**src/hw/rtl/sae_pkg.sv**
```systemverilog
package sae_pkg;

  localparam int DATA_W          = 32;
  localparam int ACT_W           = 3;
  localparam int DEPTH_OUT_W     = 7;
  localparam int SAE_STACK_DEPTH = 64;

  // request operation codes
  typedef enum logic [ACT_W-1:0] {
    ACT_PUSH = 3'd0,
    ACT_ADD  = 3'd1,
    ACT_SUB  = 3'd2,
    ACT_SWAP = 3'd3,
    ACT_MUL  = 3'd4,
    ACT_MOD  = 3'd5
  } action_t;

  // error codes reported with each result
  typedef enum logic [1:0] {
    ERR_OK      = 2'd0,
    ERR_SHORT   = 2'd1,
    ERR_DIVZERO = 2'd2,
    ERR_FULL    = 2'd3
  } err_t;

  // what a stack cell does on the next edge
  typedef enum logic [1:0] {
    CELL_HOLD = 2'd0,
    CELL_DOWN = 2'd1,
    CELL_UP   = 2'd2
  } cell_mode_t;

  // sequencer states
  typedef enum logic [2:0] {
    ST_IDLE  = 3'd0,
    ST_EXEC  = 3'd1,
    ST_DIV   = 3'd2,
    ST_WRITE = 3'd3,
    ST_DONE  = 3'd4
  } state_t;

endpackage

```
**src/hw/rtl/sae_cell.sv**
```systemverilog
module sae_cell
  import sae_pkg::*;
(
  input  logic              clk,
  input  cell_mode_t        mode_i,
  input  logic [DATA_W-1:0] prev_i,
  input  logic [DATA_W-1:0] next_i,
  output logic [DATA_W-1:0] value_o
);

  logic [DATA_W-1:0] value_r;
  logic [DATA_W-1:0] value_nxt;

  // down takes the entry nearer the top, up the entry nearer the bottom
  always_comb begin
    unique case (mode_i)
      CELL_DOWN: value_nxt = prev_i;
      CELL_UP:   value_nxt = next_i;
      default:   value_nxt = value_r;
    endcase
  end

  always_ff @(posedge clk) begin
    value_r <= value_nxt;
  end

  assign value_o = value_r;

endmodule

```
**config.mk**
```make
export PLATFORM = sky130hd
export DESIGN_NAME = sae_cell
export DESIGN_NICKNAME = d
export VERILOG_FILES = /design/src/hw/rtl/sae_pkg.sv /design/src/hw/rtl/sae_cell.sv
export SDC_FILE = /design/constraint.sdc
export NUM_CORES = 1
export LEC_CHECK = 0
export BUFFER_PORTS_ARGS = -buffer_cell sky130_fd_sc_hd__buf_2
export CORE_MARGIN = 2
export CORE_UTILIZATION = 42
export CTS_CLUSTER_SIZE = 12
export DETAILED_ROUTE_END_ITERATION = 10
export PLACE_DENSITY_LB_ADDON = 0.2
export REMOVE_ABC_BUFFERS = 1
export SKIP_CTS_REPAIR_TIMING = 1
export SLEW_MARGIN = 20
export SYNTH_ARGS = -nofsm -noshare
export SYNTH_HDL_FRONTEND = slang
export SYNTH_SLANG_ARGS = --single-unit
```
**constraint.sdc**
```tcl
create_clock -name clk -period 2 [get_ports clk]
set_clock_uncertainty 0.1 [all_clocks]
set_input_delay 0.2 -clock clk [delete_from_list [all_inputs] [get_ports clk]]
set_output_delay 0.2 -clock clk [all_outputs]
set_load 0.05 [all_outputs]
```
* Word-level counts from Yosys, hierarchy flattened
Cells that the tools add are included.
** Storage, ports and cells
- Word-level logic and storage cells :: 5
- Register bits :: 32
- Output and inout bits :: 32
** Cells by class
- Reductions and logical operators :: 1
- Mux-type cells :: 1
- Equality and inequality tests :: 2
** Operators by type and width (count)
- one-hot mux 32 bit (2 select lines) :: 1
- == test 2 x 1 -> 1 bit (second input constant) :: 1
- == test 2 bit (second input constant) :: 1
- nonzero test 2 bit :: 1

* Depth between registers and ports, before layout
- Word-level depth :: 2
- Depth in mapped cells :: 5

* Least setup slack after synthesis
No wires, ideal clock.
- Kind :: input to register
- Start point :: input mode_i[0]
- End point :: register value_r[0], in the netlist value_o[0], enable pin
- Slack :: 0.375 ns
- Arrival time :: 1.138 ns
- Path buffers :: 0
- Cell stages on the path :: 3
- Library setup time :: 0.387 ns
- Required time :: 1.513 ns
- Cell sequence :: inv_1 > ha_1 > inv_1
** On the way
- Longest elaborated chain between the ends :: 2
** Ends and longest elaborated chain
- start: declaration :: line sae_cell.sv:5 : input cell_mode_t mode_i,
- == test 2 bit / == test 2 x 1 -> 1 bit (equally long branches) :: line sae_cell.sv:16 : unique case (mode_i)
- nonzero test 2 bit (no source line) *
- end signal: assignment :: line sae_cell.sv:24 : value_r <= value_nxt;
- end: declaration :: line sae_cell.sv:11 : logic [DATA_W-1:0] value_r;
Every way passes the cells marked *; elsewhere a longest branch is shown, timed or not.
A chain may end at the register's enable or synchronous reset.

* Worst setup path after layout
- Start point :: register value_r[9], in the netlist value_o[9]
- End point :: output value_o[9]
** RTL lines
- end: declaration :: line sae_cell.sv:8 : output logic [DATA_W-1:0] value_o
No word-level cell between the ends.

==> summary.txt <==
Power
  – Psw: 0.6617 mW
  – Pwr per Cell Area: between 800 and 900 mW/mm²
  – Seq pwr share: a little under half
  – Switching share of power: between 30% and 40%
  – Comb pwr share: 34.3%
  – Worst vdd ir: about 0.40 mV
  – P_leak: 0.9956 nW
  – Clk network pwr share: 18.0%
  – Pwr Total: 1.831 mW
  – Internal power: roughly 1.2 mW

Worst setup path
  – Crit Path Class: flip-flop to output pin
  – Cell with the largest stage delay on the worst path: edfxtp_1
  – Critical path data arrival time: approximately 0.92 ns
  – Worst path required time: around 1.7 ns
  – Largest stage delay, worst path: about 0.34 ns
  – CP Launch Type: flip-flop
  – CP Max Fanout: 1
  – CP startpoint: value_o[9]$_DFFE_PP_
  – Setup crit end: value_o[9]
  – CP top delay family: flip-flops
  – Critical Path End Type: output pin
  – CP bufs+invs: 1
  – Crit path cell chain: buf_2
  – WP depth: 1

Die
  – Die Area: 0.004129 mm²
  – Die height: roughly 64 µm
  – Io pins: 99
  – Initial Utilization: 44.65%
  – Core area: approximately 0.0034 mm²
  – Die width: roughly 64 µm
  – Row cnt: 21

Place
  – PortBufs: 98
  – GPL Wtd Cong: approximately 0.65
  – Hpwl dp: 2177 µm
  – Cell area after placement: slightly above 0.002 mm²

Route
  – Antenna Nets Post-Route: 0
  – Routed wire length: 2751 µm
  – First DRT Iteration DRCs: 32
  – Avg WL per Cell: roughly 12 µm
  – Via/cell ratio: between 4 and 5
  – Residual DRC count: 0
  – Via Count: slightly above 1k
  – First-pass DRT Iterations: 4

Run
  – Max Cap Violations: 0

Timing
  – RSZ-0062 raised after global routing: false
  – Final Max Slew Viols: 0
  – Tmin final: around 1.2 ns
  – Final setup violation count: 0
  – Final period util: between 60% and 70%
  – Least-Margin Pin Slew: ~0.30 ns
  – Max Fclk: between 800 and 900 MHz
  – Hold Fails Final Rpt: 0
  – Rel. slew slack: between 80% and 90%

Global routing
  – GRT met3 Usage: approximately 7.4%
  – GRT Total Usage: between 10 and 15%
  – First-pass GRT wire length: slightly above 4000 µm
  – GRT busiest layer: met2
  – GRT overflow: 0
  – Met1 Usage GRT: 12.74%
  – Met2 Use GR: 24.61%
  – Initial antenna violation count: 0
  – Vias in the first global route: about 1000
  – Largest net degree at the start of global routing: 18

Synth
  – Mapped Cells: 71
  – Asr flop ratio synth: 0%
  – Yosys top cell area share: 63.00%
  – EDFF count, synth: 32
  – Netlist cell types: 7
  – Post-synthesis sequential area ratio: between 60% and 70%
  – Post-synth top area cell: edfxtp_1
  – Main area contributors after synthesis: edfxtp_1 (63%), mux2_4 (30%), buf_12 (3.9%), mux2_2 (1.5%), ha_1 (0.82%)
  – Ys flop type: edfxtp_1
  – Synth Register Bits: 32
  – Synthesized area per cell: about 21 µm²
  – Synth cell count leaders: edfxtp_1 (32), mux2_4 (30), buf_12 (3)
  – Mapped cell area: around 0.0015 mm²
  – Synth Warn #: 0
  – Count leader, synth: edfxtp_1

Finish
  – N_diodes: 0
  – Layout cells sized above 1: 80.11%
  – Synth-to-Final Area Change: 36.42%
  – Final core utilization: 60.92%
  – Max FFs per register: 32
  – Final Cell Area: 0.002081 mm²
  – Total Nets Final: 244

Clock tree
  – Sink Count: 32
  – Clock Tree Buf Depth: 2
  – CTS Buf Count: 5
  – H-tree depth: 2
  – CTS tree: yes
  – Clock edge transition at the registers on the reported setup and hold paths: ~0.090 ns
  – Root buffer cell: clkbuf_4

Run status
  – Status: complete, no violations

Min path
  – Worst hold path class: input pin to flip-flop
-- area by class of cell --
type | instances | area [µm²]
Fill cell | 289 | 1335
Sequential cell | 32 | 960.9
Clock buffer | 6 | 41.29
Inverter | 2 | 7.507
Clock inverter | 1 | 5.005
Timing Repair Buffer | 102 | 520.5
Multi-Input combinational cell | 33 | 488.0
Tap cell | 46 | 57.56
-- worst min-delay path by stage --
stage | start | endpoint | slack [ns] | cells after the start
after floorplan | next_i[0] | value_o[0]$_DFFE_PP_ | 0.32 | 1
after global placement | next_i[24] | value_o[24]$_DFFE_PP_ | 0.40 | 2
after detailed placement | prev_i[26] | value_o[26]$_DFFE_PP_ | 0.40 | 2
after CTS | prev_i[26] | value_o[26]$_DFFE_PP_ | 0.05 | 2
after global routing | next_i[26] | value_o[26]$_DFFE_PP_ | 0.04 | 2
final | next_i[24] | value_o[24]$_DFFE_PP_ | 0.07 | 2
-- cells by family (layout without fill, tap and decap cells) --
family	count (synthesis)	after routing	synth area share [%]
adders and majority gates	1	1	0.8202
buffers and inverters	6	111	5.168
DFF	32	32	63.00
muxes	32	32	31.01
-- through the flow --
step	setup WS (ns)	TNS, ns	hold slack [ns]	std cells
floorplan	-0.2520	-5.775	0.3176	67
global placement	0.4782	0	0.4000	215
detailed placement	0.4488	0	0.4036	215
CTS	0.7369	0	0.05344	222
global route	0.6997	0	0.04348	222
finish	0.7764	0	0.07098	222
-- per-layer routing --
layer / part of all wire, % / wire [µm]
met5: 0 / 0
met4: 1.6 / 43
met3: 14 / 384
met2: 50 / 1362
met1: 35 / 961
-- layout by cell type (no fill, tap or decap) --
cell / Yosys / layout
clkbuf_1: 0 / 1
edfxtp_1: 32 / 32
clkbuf_4: 0 / 5
inv_1: 2 / 2
clkinv_2: 0 / 1
buf_2: 0 / 98
mux2_2: 2 / 2
ha_2: 0 / 1
buf_4: 0 / 4
mux2_4: 30 / 30
-- power by group through the flow --
stage	Clock [mW]	Sequential (mW)	Combinational, mW
detailed placement	0	0.890	0.634
finish	0.330	0.873	0.628
global placement	0	0.884	0.627
global route	0.373	0.882	0.659
CTS	0.348	0.875	0.635
floorplan	0	1.24	0.119
(Power assumes the default switching activity.)
