$ cat config.mk
export PLATFORM = sky130hd
export DESIGN_NAME = sae_rem_div
export DESIGN_NICKNAME = d
export VERILOG_FILES = /design/src/hw/rtl/sae_pkg.sv /design/src/hw/rtl/sae_rem_div.sv
export SDC_FILE = /design/constraint.sdc
export NUM_CORES = 1
export LEC_CHECK = 0
export BUFFER_PORTS_ARGS = -buffer_cell sky130_fd_sc_hd__buf_4
export CORE_MARGIN = 2
export CORE_UTILIZATION = 64
export DETAILED_ROUTE_END_ITERATION = 16
export GPL_ROUTABILITY_DRIVEN = 0
export MAX_ROUTING_LAYER = met4
export PLACE_DENSITY = 0.95
export SLEW_MARGIN = 20
export SYNTH_ARGS = -nofsm -noshare
export SYNTH_HDL_FRONTEND = slang
export SYNTH_SLANG_ARGS = --single-unit
$ cat constraint.sdc
create_clock -name clk -period 8.4 [get_ports clk]
set_input_delay 1.68 -clock clk [delete_from_list [all_inputs] [get_ports clk]]
set_output_delay 1.68 -clock clk [all_outputs]
set_load 0.1 [all_outputs]
$ cat src/hw/rtl/sae_pkg.sv
package sae_pkg;

  localparam int DATA_W          = 32;
  localparam int ACT_W           = 3;
  localparam int DEPTH_OUT_W     = 7;
  localparam int SAE_STACK_DEPTH = 64;

  // request operation codes
  typedef enum logic [ACT_W-1:0] {
    ACT_PUSH = 3'd0,
    ACT_ADD  = 3'd1,
    ACT_SUB  = 3'd2,
    ACT_SWAP = 3'd3,
    ACT_MUL  = 3'd4,
    ACT_MOD  = 3'd5
  } action_t;

  // error codes reported with each result
  typedef enum logic [1:0] {
    ERR_OK      = 2'd0,
    ERR_SHORT   = 2'd1,
    ERR_DIVZERO = 2'd2,
    ERR_FULL    = 2'd3
  } err_t;

  // what a stack cell does on the next edge
  typedef enum logic [1:0] {
    CELL_HOLD = 2'd0,
    CELL_DOWN = 2'd1,
    CELL_UP   = 2'd2
  } cell_mode_t;

  // sequencer states
  typedef enum logic [2:0] {
    ST_IDLE  = 3'd0,
    ST_EXEC  = 3'd1,
    ST_DIV   = 3'd2,
    ST_WRITE = 3'd3,
    ST_DONE  = 3'd4
  } state_t;

endpackage

$ cat src/hw/rtl/sae_rem_div.sv
module sae_rem_div
  import sae_pkg::*;
(
  input  logic              clk,
  input  logic              rst_n,
  input  logic              start_i,
  input  logic [DATA_W-1:0] dividend_i,
  input  logic [DATA_W-1:0] divisor_i,
  output logic              done_o,
  output logic [DATA_W-1:0] rem_o
);

  localparam int CNT_W = $clog2(DATA_W + 1);

  logic [CNT_W-1:0]  cnt_r;
  logic              done_r;
  logic              neg_r;
  logic [DATA_W-1:0] dvd_r;
  logic [DATA_W-1:0] dsr_r;
  logic [DATA_W-1:0] rem_r;
  logic [DATA_W-1:0] shifted;
  logic [DATA_W:0]   trial;

  // one restoring step on magnitudes
  assign shifted = {rem_r[DATA_W-2:0], dvd_r[DATA_W-1]};
  assign trial   = {1'b0, shifted} - {1'b0, dsr_r};

  // control
  always_ff @(posedge clk) begin
    if (!rst_n) begin
      cnt_r  <= '0;
      done_r <= 1'b0;
    end else begin
      done_r <= 1'b0;
      if (start_i) begin
        cnt_r <= CNT_W'(DATA_W);
      end else if (cnt_r != '0) begin
        cnt_r <= cnt_r - 1'b1;
        if (cnt_r == CNT_W'(1)) begin
          done_r <= 1'b1;
        end
      end
    end
  end

  // datapath
  always_ff @(posedge clk) begin
    if (start_i) begin
      neg_r <= dividend_i[DATA_W-1];
      dvd_r <= dividend_i[DATA_W-1] ? (~dividend_i + 1'b1) : dividend_i;
      dsr_r <= divisor_i[DATA_W-1] ? (~divisor_i + 1'b1) : divisor_i;
      rem_r <= '0;
    end else if (cnt_r != '0) begin
      dvd_r <= {dvd_r[DATA_W-2:0], 1'b0};
      rem_r <= trial[DATA_W] ? shifted : trial[DATA_W-1:0];
    end
  end

  // sign of the remainder follows the dividend
  assign rem_o  = neg_r ? (~rem_r + 1'b1) : rem_r;
  assign done_o = done_r;

endmodule

### After elaboration in Yosys (flattened, before gate mapping)

Index checks and enable logic that the tools add are counted.

| cells by class | value |
|---|---|
| eq/ne operators | 1 |
| add/sub/neg operators | 5 |
| reductions and logical operators | 4 |
| bitwise operators | 5 |
| muxes and demuxes | 9 |

Operators by type and width:

| kind | number |
|---|---|
| $mux W32 | 5 |
| $add A32 B1 Y32 const B | 3 |
| $not A32 Y32 | 3 |
| $sub A32 B32 Y33 | 1 |
| $mux W31 | 1 |
| $mux W6 | 2 |
| $eq A6 B1 Y1 const B | 1 |
| $reduce_bool A6 Y1 | 1 |
| $sub A6 B1 Y6 const B | 1 |
| $reduce_or A3 Y1 | 1 |
| $not A1 Y1 | 2 |
| $reduce_bool A2 Y1 | 1 |
| $reduce_or A2 Y1 | 1 |
| $mux W1 | 1 |

| word-level totals | value |
|---|---|
| output and inout bits | 33 |
| logic and storage cells | 32 |
| register bits after elaboration | 104 |

### Depth between registers and ports, before layout

| logic depth | value |
|---|---|
| depth after elaboration | 4 |
| depth in mapped cells | 14 |

### Worst setup path before layout

No wires, ideal clock.

| timing path | value |
|---|---|
| path kind | register to output |
| start | register rem_r[2] |
| end | output rem_o[21] |
| required time | 6,720 ps |
| slack | 3,021 ps |
| arrival time | 3,699 ps |
| cell stages (with the launch flop) | 9 |
| cell sequence | dfxtp_1 > or4_1 > nor4_2 > and2b_1 > nand3_1 > or4_1 > o31ai_1 > nand2_1 > xor2_1 |

| between the ends | value |
|---|---|
| cells in the longest elaborated chain, start to end | 3 |

RTL lines:

| what | RTL line | source |
|---|---|---|
| from (decl) | sae_rem_div.sv:20 | `logic [DATA_W-1:0] rem_r;` |
| from (signal assigned) | sae_rem_div.sv:55 | `rem_r <= trial[DATA_W] ? shifted : trial[DATA_W-1:0];` |
| $not A32 Y32 | sae_rem_div.sv:60 | `assign rem_o = neg_r ? (~rem_r + 1'b1) : rem_r;` |
| $add A32 B1 Y32 | sae_rem_div.sv:60 |  |
| $mux W32 | sae_rem_div.sv:60 |  |
| to (decl) | sae_rem_div.sv:10 | `output logic [DATA_W-1:0] rem_o` |

No other way between the ends.

### Worst setup path after layout

| timing path | value |
|---|---|
| start | register rem_r[2] |
| end | output rem_o[28] |

The elaborated chain is that of the path after synthesis.

==> reports/metrics.cfg <==
[run_status]
outcome = completed

[sta]
maxSlewHeadroom_pct = 31.1
grt_setup_unrepaired = no
hold_viol = 0
worstMarginPinSlew_ns = 1.03
finalMaxSlewViolations = 0
tns_ns = 0
fin_worst_skew_ns = 0.00787
setup_viol = 0
fin_crit_sh_pct = 64.6
clock.fmax_mhz = 184
layout_min_cycle_time_ns = 5.42

[grt]
grt_overflow = 0
grt_first_pass_wirelength_um = 29600
gr-usage-all-layers_pct = 29.5
grt_max_degree = 103
antenna_found_initial = 0
grt_pass1_vias = 6281

[clock_tree]
cts_tree = yes
cts_buffer_depth = 2
ctsHtreeMaxLevel = 3
post_cts_resized = 0
clock_latency_ns = 0.35
clk_pin_slew_worst_paths_ns = 0.07
cts_root_buf = clkbuf_16
cts_buffers = 9
hold_buffers = 0
clock-sinks = 104
post_cts.repair.setup_buffers = 0

[setup_path]
arrival_ns = 3.74
required_ns = 6.72
cp_max_fo = 8
start_kind = flip-flop
r2r_cells = 12
r2r_setup_slack_ns = 4.61
reg2reg_to = rem_r[10]$_SDFFE_PP0N_
critical_path.endpoint_type = output pin
critPathKind = flip-flop to output pin
rr_startpoint = dvd_r[31]$_DFFE_PP_

[routing]
drtIter0Drc = 808
routed_wl_um = 18800
via_per_inst = 6.27
drtAntennaViolNets = 0
vias = 7057
drc = 0
wl_per_cell_um = 16.7
drt_first_pass_iters = 7

[layout]
final_nets = 1079
syn2layout_area_growth_pct = 14.1
layout_commonest_cell = buf_4
final_cell_mix = buf_4, nor2_1, nand2_1, a21oi_1, edfxtp_1
antenna_cells = 0
layout-drive-gt1-share_pct = 13.3

[die]
core_area_um2 = 11900
die_w_um = 114
ios = 100
fp-row-count = 40
fp.dieH_um = 114
start_util_pct = 65.0
dieArea_um2 = 12900

[logic_synthesis]
synth-seq-cells = 104
synthArstFlopShare_pct = 0
synth_ff_type = edfxtp_1
synth_warnings = 0
synth.avg_cell_area_um2 = 8.51
syn_inst = 906
synth_edf_count = 65
syn_area_um2 = 7710
synth_fp_nets = 1012
ys_seq_area_share_pct = 35.4
ys_types = 58

[place]
dpl.hpwl_um = 13200
placement.io_buffers = 99

[min_path]
hold_class = flip-flop to flip-flop
min_to = rem_r[1]$_SDFFE_PP0N_
min_path_cells = 2
min_from = rem_r[1]$_SDFFE_PP0N_

[run]
max-cap-violations = 0

## sequential cells by signal, summed over array words and instances (netlist names)
register / count
dsr_r: 32
neg_r: 1
cnt_r: 6
dvd_r: 32
done_o: 1
rem_r: 32
## layout make-up
type,count,area [um2]
well taps,147,184
clock buffers,12,246
inverters,52,195
multi-input cells,703,4620
clock inverters,4,52.6
fillers,820,3060
flip-flops and latches,104,2730
repair buffers,103,773
## layer usage
| metal | track usage [%] | vias to the layer above | share of wire (%) |
|---|---|---|---|
| li1 | - | 3398 | - |
| met1 | 38.3 | 3249 | 42 |
| met2 | 45.3 | 347 | 46 |
| met3 | 6.00 | 63 | 8.7 |
| met4 | 12.4 | 0 | 3.1 |
| met5 | - | - | 0 |
## synth_stat cells, drive strengths merged, types with 4 or more instances
cell type | n | area [um2]
edfxtp | 65 | 1950
nand2b | 9 | 56.3
o21a | 5 | 37.5
a31oi | 4 | 25.0
o211ai | 6 | 45.0
buf | 4 | 18.8
o41ai | 9 | 78.8
nor4 | 7 | 65.1
o211a | 6 | 60.1
nor2 | 92 | 345
o31ai | 24 | 194
clkbuf | 43 | 161
ha | 38 | 475
nor2b | 5 | 31.3
inv | 52 | 195
nand2 | 73 | 274
nor3 | 32 | 160
a21oi | 73 | 365
or3 | 21 | 141
a211oi | 31 | 233
dfxtp | 39 | 781
o21ai | 60 | 300
or4 | 10 | 75.1
xor2 | 52 | 455
nand4 | 6 | 37.5
and2 | 5 | 31.3
xnor2 | 64 | 561
a21o | 14 | 105
a21boi | 6 | 45.0
nand3 | 11 | 55.1
## worst max path at each step
stage	slack, ns	endpoint	startpoint
floorplan	3.02	rem_o[21]	rem_r[2]$_SDFFE_PP0N_
global placement	3.52	rem_o[30]	rem_r[2]$_SDFFE_PP0N_
global route	2.73	rem_o[28]	rem_r[2]$_SDFFE_PP0N_
detailed placement	3.34	rem_o[28]	rem_r[2]$_SDFFE_PP0N_
CTS	2.96	rem_o[28]	rem_r[2]$_SDFFE_PP0N_
finish	2.98	rem_o[28]	rem_r[2]$_SDFFE_PP0N_
## critical path, stage by stage, from the launching register on
cell and delay, ns:
dfxtp_1 0.38, or4_1 0.64, nor4_2 0.22, and2b_1 0.22, nand3_1 0.12, or4_1 0.51
or3_1 0.42, nand2b_1 0.18, o21ai_0 0.23, xnor2_1 0.16, buf_4 0.32
## through the flow
| stage | area (um2) | worst slack [ns] | utilization (%) | cells | hold slack [ns] |
|---|---|---|---|---|---|
| after CTS | 8790 | 2.96 | 74.1 | 1125 | 0.539 |
| after detailed placement | 8490 | 3.34 | 71.6 | 1109 | 0.519 |
| after floorplan | 7710 | 3.02 | - | 906 | 0.478 |
| after global routing | 8800 | 2.73 | 74.2 | 1125 | 0.573 |
| final | 8800 | 2.98 | 74.2 | 1125 | 0.540 |
| after global placement | 8490 | 3.52 | 71.6 | 1109 | 0.501 |
## kinds of logic after synthesis
family	Yosys count	synth area share (%)
flops	104	35.4
buf+inv	99	4.87
simple gates	285	18.0
xor+xnor	116	13.2
mux	2	0.260
fa+ha+maj	39	6.42
compound gates	261	21.9
Power is not shown: default switching activity piles up to over one toggle a cycle in this logic, so the estimate is an artifact.
